**src/rtl/zcpt_pkg.sv**
```systemverilog
// Package: shared types, widths and state codes for the pitch tracker.
`default_nettype none
package zcpt_pkg;
  localparam int SampleBits = 16;
  localparam int WindowSamples = 1024;
  localparam int MinPartial = 256;
  localparam int CntBits = 11;
  localparam int RateBits = 18;
  localparam int MinBits = 11;
  localparam int MaxBits = 13;
  localparam int PitchBits = 21;
  localparam int SmoothBits = 24;
  localparam int LogBits = 21;

  // Register byte addresses.
  localparam logic [3:0] ADDR_RATE = 4'd0;
  localparam logic [3:0] ADDR_MIN = 4'd4;
  localparam logic [3:0] ADDR_MAX = 4'd8;

  localparam logic [3:0] ST_IDLE  = 4'd0;
  localparam logic [3:0] ST_MUL   = 4'd1;
  localparam logic [3:0] ST_DIV   = 4'd2;
  localparam logic [3:0] ST_ACC   = 4'd3;
  localparam logic [3:0] ST_LOGP  = 4'd4;
  localparam logic [3:0] ST_LOGN  = 4'd5;
  localparam logic [3:0] ST_LOGX  = 4'd6;
  localparam logic [3:0] ST_MDIV  = 4'd7;
  localparam logic [3:0] ST_SMTH  = 4'd8;
  localparam logic [3:0] ST_OUT   = 4'd9;

  // Operand selection for the shared log unit.
  localparam logic [1:0] LSEL_P = 2'd0;
  localparam logic [1:0] LSEL_MIN = 2'd1;
  localparam logic [1:0] LSEL_MAX = 2'd2;

  typedef struct packed {
    logic       count;     // update crossing and window counters
    logic       mul;       // form the estimate numerator
    logic       div_start; // start estimate divide
    logic       accept;    // check estimate and clear counters
    logic       log_start;
    logic [1:0] log_sel;
    logic       log_store;
    logic       mdiv_start;
    logic       smooth;
  } zcpt_cmd_t;

  typedef struct packed {
    logic check;      // window is due for an estimate
    logic div_done;
    logic log_done;
    logic mdiv_done;
  } zcpt_status_t;
endpackage
`default_nettype wire

```
**src/rtl/zcpt_ctrl.sv**
```systemverilog
// Controller: sequences one sample word through the datapath steps.
`default_nettype none
module zcpt_ctrl (
  input  wire                  clk,
  input  wire                  rst,
  input  wire                  in_valid,
  output logic                 in_stall,
  output logic                 out_valid,
  input  wire                  out_stall,
  input  zcpt_pkg::zcpt_status_t status,
  output zcpt_pkg::zcpt_cmd_t  cmd
);
  import zcpt_pkg::*;
  logic [3:0] state, state_next;
  logic [1:0] lsel, lsel_next;

  assign in_stall = (state != ST_IDLE);

  // Advance the step sequence.
  always_comb begin
    state_next = state;
    lsel_next = lsel;
    cmd = '0;
    cmd.log_sel = lsel;
    out_valid = 1'b0;
    unique case (state)
      ST_IDLE: begin
        if (in_valid) begin
          cmd.count = 1'b1;
          state_next = ST_MUL;
        end
      end
      ST_MUL: begin
        if (status.check) begin
          cmd.mul = 1'b1;
          state_next = ST_DIV;
        end else begin
          state_next = ST_LOGP;
        end
      end
      ST_DIV: begin
        cmd.div_start = 1'b1;
        state_next = ST_ACC;
      end
      ST_ACC: begin
        if (status.div_done) begin
          cmd.accept = 1'b1;
          state_next = ST_LOGP;
        end
      end
      ST_LOGP: begin
        cmd.log_start = 1'b1;
        cmd.log_sel = LSEL_P;
        lsel_next = LSEL_P;
        state_next = ST_LOGX;
      end
      ST_LOGX: begin
        if (status.log_done) begin
          cmd.log_store = 1'b1;
          if (lsel == LSEL_MAX) begin
            state_next = ST_MDIV;
          end else begin
            lsel_next = (lsel == LSEL_P) ? LSEL_MIN : LSEL_MAX;
            state_next = ST_LOGN;
          end
        end
      end
      ST_LOGN: begin
        cmd.log_start = 1'b1;
        state_next = ST_LOGX;
      end
      ST_MDIV: begin
        cmd.mdiv_start = 1'b1;
        state_next = ST_SMTH;
      end
      ST_SMTH: begin
        if (status.mdiv_done) begin
          cmd.smooth = 1'b1;
          state_next = ST_OUT;
        end
      end
      ST_OUT: begin
        out_valid = 1'b1;
        if (!out_stall) state_next = ST_IDLE;
      end
      default: state_next = ST_IDLE;
    endcase
  end

  always_ff @(posedge clk) begin
    if (rst) begin
      state <= ST_IDLE;
      lsel <= LSEL_P;
    end else begin
      state <= state_next;
      lsel <= lsel_next;
    end
  end
endmodule
`default_nettype wire

```
**config.mk**
```make
export PLATFORM = sky130hd
export DESIGN_NAME = zcpt_ctrl
export DESIGN_NICKNAME = d
export VERILOG_FILES = /design/src/rtl/zcpt_pkg.sv /design/src/rtl/zcpt_ctrl.sv
export SDC_FILE = /design/constraint.sdc
export NUM_CORES = 1
export LEC_CHECK = 0
export ABC_AREA = 1
export BUFFER_PORTS_ARGS = -buffer_cell sky130_fd_sc_hd__buf_2
export CAP_MARGIN = 5
export CORE_AREA = 2 2 49 51
export CTS_BUF_LIST = sky130_fd_sc_hd__clkbuf_8
export DETAILED_ROUTE_END_ITERATION = 12
export DIE_AREA = 0 0 51 53
export GPL_TIMING_DRIVEN = 0
export HOLD_SLACK_MARGIN = 0.15
export SYNTH_ARGS = -nofsm -noshare
export SYNTH_HDL_FRONTEND = slang
export SYNTH_SLANG_ARGS = --single-unit
```
**constraint.sdc**
```tcl
create_clock -name clk -period 1.1 [get_ports clk]
set_clock_uncertainty 0.05 [all_clocks]
set_input_delay 0.055 -clock clk [delete_from_list [all_inputs] [get_ports clk]]
set_output_delay 0.055 -clock clk [all_outputs]
set_load 0.03 [all_outputs]
```
==> summary.md <==
| Metric | Value |
|---|---|
| Register area | 133 um^2 |
| Syn_area_per_cell | 5.75 um^2 |
| Syn nets | 97 |
| Final #Nets | between 100 and 150 |
| Largest net degree at the start of global routing | 9 |
| Syn Std Cell Area | 512 um^2 |
| Max cap viols | 0 |
| Tmin final | 1.33 ns |
| Fillers | 220 |
| Total Wirelength | 1550 um |
| First drt pass iteration count | 2 |
| Worst-path clk slew | roughly 0.04 ns |
| Static leakage | between 0.0004 and 0.0005 uW |
| Maximum clock frequency | 0.753 GHz |
| Clock root buffer | clkbuf_8 |
| Most common cell after layout, fill and taps aside | nand2_1 |
| Syn-to-layout area delta | 101% |
| Worst Max-Slew Pin Slew | ~0.20 ns |
| Area of the multi-input gates | 495 um^2 |
| Layout cells sized above 1 | 0.613 |
| CP arrival | ~1.2 ns |
| First-pass GRT wire length | 2350 um |
| CTS Buffer Depth | 2 |
| Share of the synthesized area in the top cell type | 0.235 |
| Failing checks | negative setup slack |
| Detailed placement HPWL | 1080 um |
| Tot Pwr | 2740 uW |
| Port bufs | 19 |
| CTS tree | yes |
| Vias in the first global route | 580 |
| DIE HEIGHT | 53 um |
| RSZ-0062 raised after global routing | yes |
| Worst setup SP type | flop |
| Status | complete, but fails checks |
| HP Class | in -> reg |
| H-tree depth | 1 |
| Drt wl/cell | 10.5 um |
| CP Class | reg -> out |
| Iter 0 DRT Violations | 2 |
| Final core occ | 0.480 |
| Register area share after synthesis | 0.235 |
| YS warnings | 0 |
| Maximum VDD drop | 0.00141 V |
| Diode count | 0 |
| Worst setup EP type | primary output |
| Clock buffer count from CTS | 3 |
| Setup-failing EPs final | 18 |
| Synthesized flop and latch total | 6 |
| WP data required | 1.00 ns |
| Main area contributors after synthesis | dfxtp_1 (23%), nand2_1 (16%), nor2_1 (12%) |
| Initial Util | 0.238 |
| Overflow after GRT | 0 |
| Final Hold Fails | 0 |
| Fin. max-slew vios | 0 |
| Chip width | roughly 50 um |
| RD Place Congestion | roughly 0.8 |
| Rows | 17 |
| Total GRT Usage | 0.115 |
| Yosys top cell by area | dfxtp_1 |
| Maximum fanout along the worst path | 7 |
| Clock Sink Count | 6 |
| Min Hold Slack | approximately 0.26 ns |
| Via-to-Cell Ratio | 4.45 |
| Tcrit/Tclk final | 1.21 |
| PD cells | 2650 nW/um^2 |
| Routed Antenna Nets | 0 |
| # DRC | 0 |
| Die footprint | 2700 um^2 |
| Via Count | 654 |
| Post-Syn Instances | 89 |
| Worst-Skew Late Latency | 0.22 ns |
| Core box area | 2150 um^2 |
| Initial antenna violation count | 0 |
| Ports | 20 |
| Slew margin rel. | 0.867 |
| Commonest non-fill, non-tap cells in the layout | nand2_1 (14), nor2_1 (11), nor2_4 (9), inv_1 (9), buf_6 (9) |
| Setup ws final | -0.229 ns |
| Synth unique cells | 18 |
## synthesized netlist by cell type, drive strengths merged
cell	count
nand2	23
buf	1
dfxtp	6
nor2	25
o21ai	3
a31oi	1
nor4	1
nor3	3
a21oi	2
nand3	8
inv	16
## power breakdown
part	switching (uW)	total, uW	internal, uW
Sequential	143	453	310
Clock	90.9	326	235
Combinational	1110	1960	845
Total	1340	2740	1390
## per-layer routing
layer / up-vias / GRT usage / routed length [um] / part of all wire
li1: 333 / - / - / -
met1: 303 / 0.141 / 644 / 0.42
met2: 18 / 0.197 / 832 / 0.54
met3: 0 / 0.0424 / 72 / 0.046
met4: 0 / 0.0135 / 0 / 0
met5: - / 0 / 0 / 0
## sequential cells by signal, summed over array words and instances, names as in the netlist
name / count
lsel: 2
state: 4
## through the flow
step	setup slack, ns	cell area, um^2	cells	TNS, ns
CTS	-0.237	885	142	-2.81
finish	-0.229	1030	147	-2.75
global route	-0.280	1030	147	-3.80
global placement	-0.175	731	136	-0.959
floorplan	-0.125	601	89	-0.701
detailed placement	-0.190	731	136	-1.09
## worst max-delay path: stages, from the launching register on
cell	delay, ns
dfxtp_2	0.31
buf_8	0.14
buf_4	0.15
nor3_4	0.19
nor2_2	0.05
buf_2	0.17
## cell families after synthesis
kind of cell / synth area share
and+or+nand+nor: 0.565
buffers and inverters: 0.139
DFF: 0.235
AOI/OAI and AO/OA: 0.0611
## area by class of cell
class / count / area share
Multi-Input combinational cell: 66 / 0.481
Sequential cell: 6 / 0.129
Tap cell: 28 / 0.0340
Timing Repair Buffer: 27 / 0.237
Clock buffer: 3 / 0.0400
Inverter: 16 / 0.0655
Buffer: 1 / 0.0146
## timing repair
item | in CTS | in global routing
endpoints found under the hold margin | 6 | 0
buffers inserted | 2 | 5
hold buffers | 1 | 0
setup endpoints to repair | 18 | 18
resized for setup | 25 | 21
pin swaps | 6 | 11
## path summary, 6_finish.rpt
check        slack [ns]  cells after the start      start  endpoint
min reg2reg        0.43                      2    lsel[1]   lsel[1]
max               -0.23                      5   state[1]    cmd[3]
min                0.26                      6  status[3]  state[2]
max reg2reg       -0.21                      8   state[2]  state[0]
Note: power is estimated with default switching activity, not from simulation.
